$ cat src/sv/clcd_pkg.sv
`timescale 1ns / 1ps
// ----------------------------------------------------------------------------
// clcd_pkg: shared types and constants for the character LCD sequencer
// Request and response payloads, decoded operation format, command codes
// and the depth of the request queue.
// ----------------------------------------------------------------------------
package clcd_pkg;

	// Request queue sizing
	localparam int QUEUE_DEPTH = 8;
	localparam int QIDX_W      = (QUEUE_DEPTH > 1) ? $clog2(QUEUE_DEPTH) : 1;
	localparam int QCNT_W      = $clog2(QUEUE_DEPTH + 1);
	localparam int QSUM_W      = QCNT_W + 1;

	// Request type codes
	localparam logic [2:0] REQ_TICK    = 3'd0;
	localparam logic [2:0] REQ_START   = 3'd1;
	localparam logic [2:0] REQ_DATA    = 3'd2;
	localparam logic [2:0] REQ_CLEAR   = 3'd3;
	localparam logic [2:0] REQ_CURSOR  = 3'd4;
	localparam logic [2:0] REQ_COMMAND = 3'd5;

	// Configuration register indexes
	localparam logic [2:0] CFG_FOUR_BIT = 3'd0;
	localparam logic [2:0] CFG_FUNCTION = 3'd1;
	localparam logic [2:0] CFG_DISPLAY  = 3'd2;
	localparam logic [2:0] CFG_ENTRY    = 3'd3;
	localparam logic [2:0] CFG_TICK_MS  = 3'd4;

	// LCD command bytes and timing constants
	localparam logic [7:0] CMD_CLEAR      = 8'h01;
	localparam logic [7:0] CMD_DDRAM_ADDR = 8'h80;
	localparam logic [7:0] ROW1_OFFSET    = 8'h40;
	localparam logic [7:0] PRE_NIBBLE     = 8'h02;
	localparam logic [5:0] POWER_ON_MS    = 6'd30;

	typedef struct packed {
		logic [2:0] req_type;
		logic [7:0] data_byte;
		logic [1:0] cursor_row;
		logic [5:0] cursor_col;
	} req_t;

	typedef struct packed {
		logic [7:0] data_pins;
		logic       reg_select;
		logic       enable_pin;
		logic       initialized;
		logic       accepted;
		logic       queue_busy;
	} rsp_t;

	typedef enum logic [1:0] {
		OP_NOP,
		OP_TICK,
		OP_START,
		OP_PUSH
	} op_kind_t;

	typedef enum logic [1:0] {
		KIND_CMD,
		KIND_DATA,
		KIND_NONE
	} entry_kind_t;

	typedef struct packed {
		entry_kind_t kind;
		logic [7:0]  data;
	} entry_t;

	typedef struct packed {
		op_kind_t op;
		entry_t   entry;
	} op_t;

	typedef enum logic [1:0] {
		PH_OFF,
		PH_INIT,
		PH_OPER
	} phase_t;

	typedef enum logic [2:0] {
		ST_WAIT,
		ST_PRE,
		ST_FSET,
		ST_DCTL,
		ST_CLR,
		ST_ENTRY,
		ST_END
	} init_step_t;

endpackage

$ cat src/sv/clcd_front.sv
`timescale 1ns / 1ps
// ----------------------------------------------------------------------------
// clcd_front: request decoder
// Classifies each incoming item as a tick, a start, a queue push or (for an
// unknown type) a no-op, and builds the queue entry (kind, byte) for requests.
// ----------------------------------------------------------------------------
module clcd_front import clcd_pkg::*; (
	input  logic req_valid,
	output logic req_ready,
	input  req_t req,
	output logic op_valid,
	input  logic op_ready,
	output op_t  op
);

	assign op_valid  = req_valid;
	assign req_ready = op_ready;

	always_comb begin
		op.op         = OP_NOP;
		op.entry.kind = KIND_NONE;
		op.entry.data = 8'h00;
		unique case (req.req_type)
			REQ_TICK: begin
				op.op = OP_TICK;
			end
			REQ_START: begin
				op.op = OP_START;
			end
			REQ_DATA: begin
				op.op         = OP_PUSH;
				op.entry.kind = KIND_DATA;
				op.entry.data = req.data_byte;
			end
			REQ_CLEAR: begin
				op.op         = OP_PUSH;
				op.entry.kind = KIND_CMD;
				op.entry.data = CMD_CLEAR;
			end
			REQ_CURSOR: begin
				op.op = OP_PUSH;
				// Rows beyond the second still occupy a slot but drive nothing.
				if (req.cursor_row == 2'd0) begin
					op.entry.kind = KIND_CMD;
					op.entry.data = CMD_DDRAM_ADDR + {2'b00, req.cursor_col};
				end else if (req.cursor_row == 2'd1) begin
					op.entry.kind = KIND_CMD;
					op.entry.data = CMD_DDRAM_ADDR + ROW1_OFFSET + {2'b00, req.cursor_col};
				end
			end
			REQ_COMMAND: begin
				op.op         = OP_PUSH;
				op.entry.kind = KIND_CMD;
				op.entry.data = req.data_byte;
			end
			default: begin
				op.op = OP_NOP;
			end
		endcase
	end

endmodule

$ cat src/sv/clcd_op_fifo.sv
`timescale 1ns / 1ps
// ----------------------------------------------------------------------------
// clcd_op_fifo: two-entry queue of decoded operations
// Decouples the decoder from the sequencer so that either side can stall.
// ----------------------------------------------------------------------------
module clcd_op_fifo import clcd_pkg::*; (
	input  logic clk,
	input  logic arst_n,
	input  logic wr_valid,
	output logic wr_ready,
	input  op_t  wr_op,
	output logic rd_valid,
	input  logic rd_ready,
	output op_t  rd_op
);

	op_t        slot_q [2];
	logic       wr_ptr_q;
	logic       rd_ptr_q;
	logic [1:0] count_q;
	logic       push;
	logic       pop;

	assign wr_ready = (count_q != 2'd2);
	assign rd_valid = (count_q != 2'd0);
	assign rd_op    = slot_q[rd_ptr_q];
	assign push     = wr_valid && wr_ready;
	assign pop      = rd_valid && rd_ready;

	always_ff @(posedge clk) begin
		if (push) begin
			slot_q[wr_ptr_q] <= wr_op;
		end
	end

	always_ff @(posedge clk or negedge arst_n) begin
		if (!arst_n) begin
			wr_ptr_q <= 1'b0;
			rd_ptr_q <= 1'b0;
			count_q  <= 2'd0;
		end else begin
			if (push) begin
				wr_ptr_q <= ~wr_ptr_q;
			end
			if (pop) begin
				rd_ptr_q <= ~rd_ptr_q;
			end
			if (push && !pop) begin
				count_q <= count_q + 2'd1;
			end else if (pop && !push) begin
				count_q <= count_q - 2'd1;
			end
		end
	end

endmodule

$ cat src/sv/clcd_back.sv
`timescale 1ns / 1ps
// ----------------------------------------------------------------------------
// clcd_back: LCD sequencer
// Holds configuration, the power-on sequence, the request queue and the pin
// levels; handles one operation per cycle into a free response register.
// ----------------------------------------------------------------------------
module clcd_back import clcd_pkg::*; (
	input  logic       clk,
	input  logic       arst_n,
	input  logic       op_valid,
	output logic       op_ready,
	input  op_t        op,
	input  logic       cfg_valid,
	input  logic [2:0] cfg_index,
	input  logic [4:0] cfg_data,
	output logic       rsp_valid,
	input  logic       rsp_ready,
	output rsp_t       rsp
);

	typedef struct packed {
		logic [7:0] data;
		logic       rs;
		logic       en;
	} pins_t;

	typedef struct packed {
		pins_t pins;
		logic  nib;
	} latch_res_t;

	// Configuration
	logic       four_bit_q;
	logic [1:0] function_flags_q;
	logic [2:0] display_flags_q;
	logic [1:0] entry_flags_q;
	logic [4:0] tick_ms_q;

	// Sequencer state
	phase_t      phase_q, phase_d;
	init_step_t  step_q, step_d;
	logic [5:0]  wait_q, wait_d;
	logic [2:0]  latch_cnt_q, latch_cnt_d;
	logic        nib_q, nib_d;
	pins_t       pins_q, pins_d;
	logic [QIDX_W-1:0] head_q, head_d;
	logic [QCNT_W-1:0] count_q, count_d;
	entry_t      store_q [QUEUE_DEPTH];

	logic        rsp_valid_q;
	rsp_t        rsp_q, rsp_d;

	logic        step_en;
	logic        acc;
	logic        do_push;
	logic [2:0]  target;
	logic [2:0]  latch_inc;
	logic [5:0]  wait_sum;
	logic [7:0]  init_byte;
	init_step_t  init_next;
	entry_t      head_entry;
	latch_res_t  lr;
	logic [QSUM_W-1:0] tail_sum;
	logic [QIDX_W-1:0] tail_idx;

	function automatic latch_res_t latch_f(pins_t cur, logic nib, logic four,
	                                       logic [7:0] b, logic rs);
		latch_res_t r;
		r.pins    = cur;
		r.nib     = nib;
		r.pins.rs = rs;
		if (!cur.en) begin
			r.pins.data = four ? {4'h0, (nib ? b[7:4] : b[3:0])} : b;
			r.pins.en   = 1'b1;
		end else begin
			r.pins.en = 1'b0;
			if (four) begin
				r.nib = ~nib;
			end
		end
		return r;
	endfunction

	assign step_en   = op_valid && (!rsp_valid_q || rsp_ready);
	assign op_ready  = !rsp_valid_q || rsp_ready;
	assign rsp_valid = rsp_valid_q;
	assign rsp       = rsp_q;

	assign target     = four_bit_q ? 3'd4 : 3'd2;
	assign latch_inc  = latch_cnt_q + 3'd1;
	assign wait_sum   = wait_q + {1'b0, tick_ms_q};
	assign head_entry = store_q[head_q];

	always_comb begin
		tail_sum = QSUM_W'(head_q) + QSUM_W'(count_q);
		if (tail_sum >= QSUM_W'(QUEUE_DEPTH)) begin
			tail_sum = tail_sum - QSUM_W'(QUEUE_DEPTH);
		end
		tail_idx = tail_sum[QIDX_W-1:0];
	end

	// Byte and follow-on step for each command of the power-on sequence
	always_comb begin
		unique case (step_q)
			ST_FSET: begin
				init_byte = {2'b00, 1'b1, ~four_bit_q, function_flags_q, 2'b00};
				init_next = ST_DCTL;
			end
			ST_DCTL: begin
				init_byte = {5'b00001, display_flags_q};
				init_next = ST_CLR;
			end
			ST_CLR: begin
				init_byte = CMD_CLEAR;
				init_next = ST_ENTRY;
			end
			ST_ENTRY: begin
				init_byte = {6'b000001, entry_flags_q};
				init_next = ST_END;
			end
			default: begin
				init_byte = 8'h00;
				init_next = ST_END;
			end
		endcase
	end

	// Next state
	always_comb begin
		phase_d     = phase_q;
		step_d      = step_q;
		wait_d      = wait_q;
		latch_cnt_d = latch_cnt_q;
		nib_d       = nib_q;
		pins_d      = pins_q;
		head_d      = head_q;
		count_d     = count_q;
		acc         = 1'b0;
		do_push     = 1'b0;
		lr          = '0;
		if (step_en) begin
			unique case (op.op)
				OP_TICK: begin
					if (phase_q == PH_INIT) begin
						unique case (step_q)
							ST_WAIT: begin
								if (wait_sum >= POWER_ON_MS) begin
									wait_d = 6'd0;
									step_d = four_bit_q ? ST_PRE : ST_FSET;
								end else begin
									wait_d = wait_sum;
								end
							end
							ST_PRE: begin
								// A lone nibble: raise enable once, then lower it.
								if (latch_inc == 3'd1) begin
									latch_cnt_d = latch_inc;
									pins_d.data = PRE_NIBBLE;
									pins_d.en   = 1'b1;
								end else begin
									latch_cnt_d = 3'd0;
									pins_d.en   = 1'b0;
									step_d      = ST_FSET;
								end
							end
							ST_FSET, ST_DCTL, ST_CLR, ST_ENTRY: begin
								latch_cnt_d = latch_inc;
								if (latch_inc >= target) begin
									latch_cnt_d = 3'd0;
									step_d      = init_next;
								end
								lr     = latch_f(pins_q, nib_q, four_bit_q, init_byte, 1'b0);
								pins_d = lr.pins;
								nib_d  = lr.nib;
							end
							default: begin
								step_d  = ST_END;
								phase_d = PH_OPER;
							end
						endcase
					end else if (phase_q == PH_OPER && count_q != '0) begin
						if (latch_cnt_q >= target) begin
							// Completion tick: retire the head request.
							latch_cnt_d = 3'd0;
							head_d      = (head_q == QIDX_W'(QUEUE_DEPTH - 1)) ?
							              '0 : head_q + QIDX_W'(1);
							count_d     = count_q - QCNT_W'(1);
						end else begin
							if (head_entry.kind == KIND_DATA || head_entry.kind == KIND_CMD) begin
								lr     = latch_f(pins_q, nib_q, four_bit_q, head_entry.data,
								                 head_entry.kind == KIND_DATA);
								pins_d = lr.pins;
								nib_d  = lr.nib;
							end
							latch_cnt_d = latch_inc;
						end
					end
				end
				OP_START: begin
					if (phase_q == PH_OFF) begin
						phase_d = PH_INIT;
					end
				end
				OP_PUSH: begin
					if (count_q < QCNT_W'(QUEUE_DEPTH)) begin
						do_push = 1'b1;
						acc     = 1'b1;
						count_d = count_q + QCNT_W'(1);
					end
				end
				default: begin
				end
			endcase
		end
	end

	// Response built from the state after the item
	always_comb begin
		rsp_d.data_pins   = pins_d.data;
		rsp_d.reg_select  = pins_d.rs;
		rsp_d.enable_pin  = pins_d.en;
		rsp_d.initialized = (phase_d == PH_OPER);
		rsp_d.accepted    = acc;
		rsp_d.queue_busy  = (count_d != '0);
	end

	always_ff @(posedge clk) begin
		if (do_push) begin
			store_q[tail_idx] <= op.entry;
		end
		if (step_en) begin
			rsp_q <= rsp_d;
		end
	end

	always_ff @(posedge clk or negedge arst_n) begin
		if (!arst_n) begin
			four_bit_q       <= 1'b1;
			function_flags_q <= 2'd2;
			display_flags_q  <= 3'd4;
			entry_flags_q    <= 2'd2;
			tick_ms_q        <= 5'd2;
		end else if (cfg_valid) begin
			unique case (cfg_index)
				CFG_FOUR_BIT: four_bit_q       <= cfg_data[0];
				CFG_FUNCTION: function_flags_q <= cfg_data[1:0];
				CFG_DISPLAY:  display_flags_q  <= cfg_data[2:0];
				CFG_ENTRY:    entry_flags_q    <= cfg_data[1:0];
				CFG_TICK_MS:  tick_ms_q        <= cfg_data;
				default: begin
				end
			endcase
		end
	end

	always_ff @(posedge clk or negedge arst_n) begin
		if (!arst_n) begin
			phase_q     <= PH_OFF;
			step_q      <= ST_WAIT;
			wait_q      <= 6'd0;
			latch_cnt_q <= 3'd0;
			nib_q       <= 1'b1;
			pins_q      <= '0;
			head_q      <= '0;
			count_q     <= '0;
			rsp_valid_q <= 1'b0;
		end else begin
			phase_q     <= phase_d;
			step_q      <= step_d;
			wait_q      <= wait_d;
			latch_cnt_q <= latch_cnt_d;
			nib_q       <= nib_d;
			pins_q      <= pins_d;
			head_q      <= head_d;
			count_q     <= count_d;
			if (step_en) begin
				rsp_valid_q <= 1'b1;
			end else if (rsp_ready) begin
				rsp_valid_q <= 1'b0;
			end
		end
	end

`ifndef SYNTHESIS
	a_count_bound: assert property (@(posedge clk) disable iff (!arst_n)
		count_q <= QCNT_W'(QUEUE_DEPTH))
		else $error("request queue count exceeds its depth");

	a_oper_after_end: assert property (@(posedge clk) disable iff (!arst_n)
		phase_q == PH_OPER |-> step_q == ST_END)
		else $error("operating phase entered before the init sequence ended");

	a_no_return_off: assert property (@(posedge clk) disable iff (!arst_n)
		phase_q != PH_OFF |=> phase_q != PH_OFF)
		else $error("phase fell back to off without a reset");

	a_latch_bound: assert property (@(posedge clk) disable iff (!arst_n)
		latch_cnt_q <= 3'd4)
		else $error("latch count beyond the longest send");
`endif

endmodule

$ cat src/sv/char_lcd_request_sequencer_unit.sv
`timescale 1ns / 1ps
// ----------------------------------------------------------------------------
// char_lcd_request_sequencer_unit: character LCD request sequencer
// Drives HD44780-style pin levels from tick, start and request items.
// ----------------------------------------------------------------------------
// Usage
//   req     : one item per transfer (tick, start, data byte, clear, set
//             cursor, command). Every item produces exactly one response.
//   rsp     : pin levels, initialized flag, queue acceptance and busy flag
//             as they stand after the item has been handled.
//   cfg     : register writes (bus mode, flags, tick period), always ready;
//             write only while no item is in flight.
// Throughput is one item per clock cycle while responses are taken. A request
// is written into the two-entry operation queue at its transfer, and the
// sequencer later takes it from there into the response register, behind any
// earlier items still queued. The sequencer handles one operation per cycle,
// while its response register is free, with a single update of its state
// registers and request queue.
// If the receiver stalls, the response register holds and the operation
// queue fills; req_ready falls once both queue entries are taken.
// Reset clears the phase to off, the request queue to empty, the pins to
// zero and the configuration to its defaults; no clearing pass is needed.
// ----------------------------------------------------------------------------
module char_lcd_request_sequencer_unit import clcd_pkg::*; (
	input  logic       clk,
	input  logic       arst_n,
	input  logic       req_valid,
	output logic       req_ready,
	input  req_t       req,
	output logic       rsp_valid,
	input  logic       rsp_ready,
	output rsp_t       rsp,
	input  logic       cfg_valid,
	output logic       cfg_ready,
	input  logic [2:0] cfg_index,
	input  logic [4:0] cfg_data
);

	logic dec_valid;
	logic dec_ready;
	op_t  dec_op;
	logic seq_valid;
	logic seq_ready;
	op_t  seq_op;

	assign cfg_ready = 1'b1;

	clcd_front u_front (
		.req_valid (req_valid),
		.req_ready (req_ready),
		.req       (req),
		.op_valid  (dec_valid),
		.op_ready  (dec_ready),
		.op        (dec_op)
	);

	clcd_op_fifo u_op_fifo (
		.clk      (clk),
		.arst_n   (arst_n),
		.wr_valid (dec_valid),
		.wr_ready (dec_ready),
		.wr_op    (dec_op),
		.rd_valid (seq_valid),
		.rd_ready (seq_ready),
		.rd_op    (seq_op)
	);

	clcd_back u_back (
		.clk       (clk),
		.arst_n    (arst_n),
		.op_valid  (seq_valid),
		.op_ready  (seq_ready),
		.op        (seq_op),
		.cfg_valid (cfg_valid),
		.cfg_index (cfg_index),
		.cfg_data  (cfg_data),
		.rsp_valid (rsp_valid),
		.rsp_ready (rsp_ready),
		.rsp       (rsp)
	);

endmodule
$ cat config.mk
export PLATFORM = sky130hd
export DESIGN_NAME = char_lcd_request_sequencer_unit
export DESIGN_NICKNAME = d
export VERILOG_FILES = /design/src/sv/clcd_pkg.sv /design/src/sv/clcd_front.sv /design/src/sv/clcd_op_fifo.sv /design/src/sv/clcd_back.sv /design/src/sv/char_lcd_request_sequencer_unit.sv
export SDC_FILE = /design/constraint.sdc
export NUM_CORES = 1
export LEC_CHECK = 0
export BUFFER_PORTS_ARGS = -buffer_cell sky130_fd_sc_hd__buf_2
export CAP_MARGIN = 30
export CELL_PAD_IN_SITES_DETAIL_PLACEMENT = 0
export CELL_PAD_IN_SITES_GLOBAL_PLACEMENT = 1
export CORE_MARGIN = 2
export CORE_UTILIZATION = 40
export CTS_CLUSTER_DIAMETER = 100
export DETAILED_ROUTE_END_ITERATION = 8
export PLACE_DENSITY = 0.74
export SLEW_MARGIN = 0
export SYNTH_ARGS = -nofsm -noshare
export SYNTH_HDL_FRONTEND = slang
export SYNTH_SLANG_ARGS = --single-unit
$ cat constraint.sdc
create_clock -name clk -period 4.6 [get_ports clk]
set_input_delay 0.23 -clock clk [delete_from_list [all_inputs] [get_ports clk]]
set_output_delay 0.23 -clock clk [all_outputs]
set_load 0.01 [all_outputs]
==> impl_metrics.ini <==
[status]
outcome = finished clean

[worst_hold_path]
hp-class = primary input to flop

[place]
dpl.hpwl_mm = 11.0
placedCellCount = 867
place.gp.congestion = 0.843
portBuffers = 46

[finish]
layout-drive-gt1-share_pct = 22.4
post_layout_nonfiller_instances = 900
fin_nets = 677
diodes = 0
final_common_cell = edfxtp_1
syn_to_final_growth_pct = 13.9
n_fill_cell = 1710
layout_common_cells = edfxtp_1, nand2_1, buf_2, dfrtp_1, o21ai_0

[die]
rows = 51
die_h_um = 144
ios = 48
start_util_pct = 40.6
die-area_um2 = 20800
die_w_um = 144
design.core.area_um2 = 19300

[power]
p_switching_uw = 1440
switching_share_pct = 31.3
leakagePower_uw = 0.00329
seq_power_share_pct = 45.6
clockPowerShare_pct = 31.0
vdd_ir_drop_max_uv = 255
comb_power_share_pct = 23.4
p_int_uw = 3160
p_per_area_nw_per_um2 = 513

[synth]
yosysSeqAreaShare_pct = 60.8
synthCells = 569
synth_area_um2 = 7850
yosysUniqueCellTypes = 74
postSynth.asyncResetShare_pct = 29.9
synthFlopType = edfxtp_1
synth_edf_count = 117
synth_top_area_share_pct = 44.8
avgSynthCellArea_um2 = 13.8
syn_nets = 624
yosysTopAreaCell = edfxtp_1
ys_seq_elements = 167
synth.area.top_cells = edfxtp_1, dfrtp_1, mux2_2, mux4_2, ha_1
synth_warnings = 0

[cts]
cts_made_buffers = 17
insertion_delay_ps = 420
cts_setup_buffers = 0
h-tree-depth = 4
root_buffer = clkbuf_16
cts_resized = 0
holdBufCountCts = 1
clockBufferDepth = 2
clk_pin_slew_worst_paths_ps = 70
clkSinkCount = 167
tritoncts = yes

[detailed_routing]
via_per_inst = 5.29
drt_iter0_drc = 340
first_pass_iters = 6
ant_nets = 0
post_drt_wl_per_cell_um = 17.3
drcViolationCount = 0
vias = 4757
routed_wl_mm = 15.6

[sta]
min_period_over_period_pct = 70.1
max_freq_mhz = 310
relSlewSlack_pct = 31.8
final-setup-viol-count = 0
rsz0062_at_grt = false
tightestPinTransition_ps = 1020
hold_viol = 0
setup_tns_ps = 0
fin_worst_skew_ps = 7.69
drv_slew = 0
min_period_ps = 3220

[worst_setup_path]
crit_fanout = 14
arrival_ps = 3360
criticalPathCategory = flop to flop
cp.required_ps = 4740
end_kind = flop
cp-start-kind = flop

[run]
drv_cap = 0

[global_routing]
antenna_found_initial = 0
track_usage_pct = 15.8
grt_max_degree = 51
overflow = 0
grt_pass1_wl_mm = 25.0
grt_pass1_vias = 4774
==> metal layers <==
metal,global-route usage (%),vias to the layer above,routed length [um]
met1,21.6,2342,7470
li1,-,2287,-
met2,25.9,116,7280
met3,3.11,12,707
met5,0,-,0
met4,4.59,0,133
==> per-stage QoR <==
stage	cell area, um2	power, uW	hold WS [ps]	setup WS (ps)	utilization [%]
global placement	8340	3160	386	1500	43.1
finish	8940	4590	43.7	1380	46.3
CTS	8940	4630	29.3	1360	46.3
detailed placement	8340	3200	392	1380	43.1
floorplan	7850	2880	-65.6	1350	-
global route	8940	4840	28.4	983	46.3
==> path summary, 6_finish.rpt <==
check | depth (start not counted) | to | start | slack (ps)
min in group asynchronous | 3 | u_back.tick_ms_q[3] | arst_n | 450
min reg2reg | 2 | u_back.pins_q[9] | u_back.pins_q[9] | 470
min | 2 | u_back.tick_ms_q[4] | cfg_data[4] | 40
max reg2reg | 7 | u_back.rsp[0] | u_op_fifo.rd_ptr_q | 1380
max | 7 | u_back.rsp[0] | u_op_fifo.rd_ptr_q | 1380
max in group asynchronous | 3 | u_back.pins_q[1] | arst_n | 3680
==> critical path: stages (launching register included) <==
cell and delay (ps):
dfrtp_1 680, mux2i_1 300, ha_1 290, nand3_1 390, nor3_1 680, nand4_1 170
a222oi_1 290, nand4_1 140
==> state kept, by name, summed over array words and instances, names as in the netlist <==
name	flops
u_op_fifo.rd_ptr_q	1
u_back.pins_q	10
u_back.four_bit_q	1
u_back.count_q	4
u_back.store_q	80
u_op_fifo.wr_ptr_q	1
u_back.step_q	3
u_back.entry_flags_q	2
u_op_fifo.slot_q	24
u_back.rsp_valid	1
u_back.phase_q	2
u_back.latch_cnt_q	3
u_op_fifo.count_q	2
u_back.rsp	13
u_back.display_flags_q	3
u_back.function_flags_q	2
u_back.head_q	3
u_back.nib_q	1
u_back.wait_q	6
u_back.tick_ms_q	5
==> power by group through the flow <==
stage | registers [uW] | clock network, uW | logic, uW
after floorplan | 2070 | 0 | 806
after global placement | 2120 | 0 | 1040
after detailed placement | 2130 | 0 | 1070
after CTS | 2100 | 1450 | 1080
after global routing | 2130 | 1510 | 1200
final | 2100 | 1420 | 1070
==> cells in the mapped netlist (all sizes together), types with 3 or more instances <==
cell type	n
buf	8
and3	3
o21ai	34
xnor2	6
a32oi	8
nor2	27
mux2	30
nand3	9
nand4	5
a21o	6
a21oi	21
and2	4
inv	22
nand2b	7
nand2	54
mux4	20
dfstp	6
clkbuf	11
dfrtp	44
a22oi	5
ha	21
nor3	16
nor4	3
xor2	7
mux2i	9
nor2b	8
edfxtp	117
or3	3
o31ai	8
==> cell type report <==
class	count	area (um2)	area share, %
inverters	23	86.3	0.965
multi-input cells	359	2870	32.0
clock inverters	14	168	1.87
well taps	265	332	3.71
flip-flops and latches	167	4770	53.4
clock buffers	18	429	4.80
repair buffers	54	293	3.27
==> cell families after synthesis <==
family	count (synthesis)	synth area share [%]
simple gates	148	9.39
flops	167	60.8
fa+ha+maj	23	3.86
compound gates	115	10.0
buf+inv	43	2.71
mux	59	11.7
xor+xnor	13	1.45
other cells	1	0.0478
(Power assumes the default switching activity.)
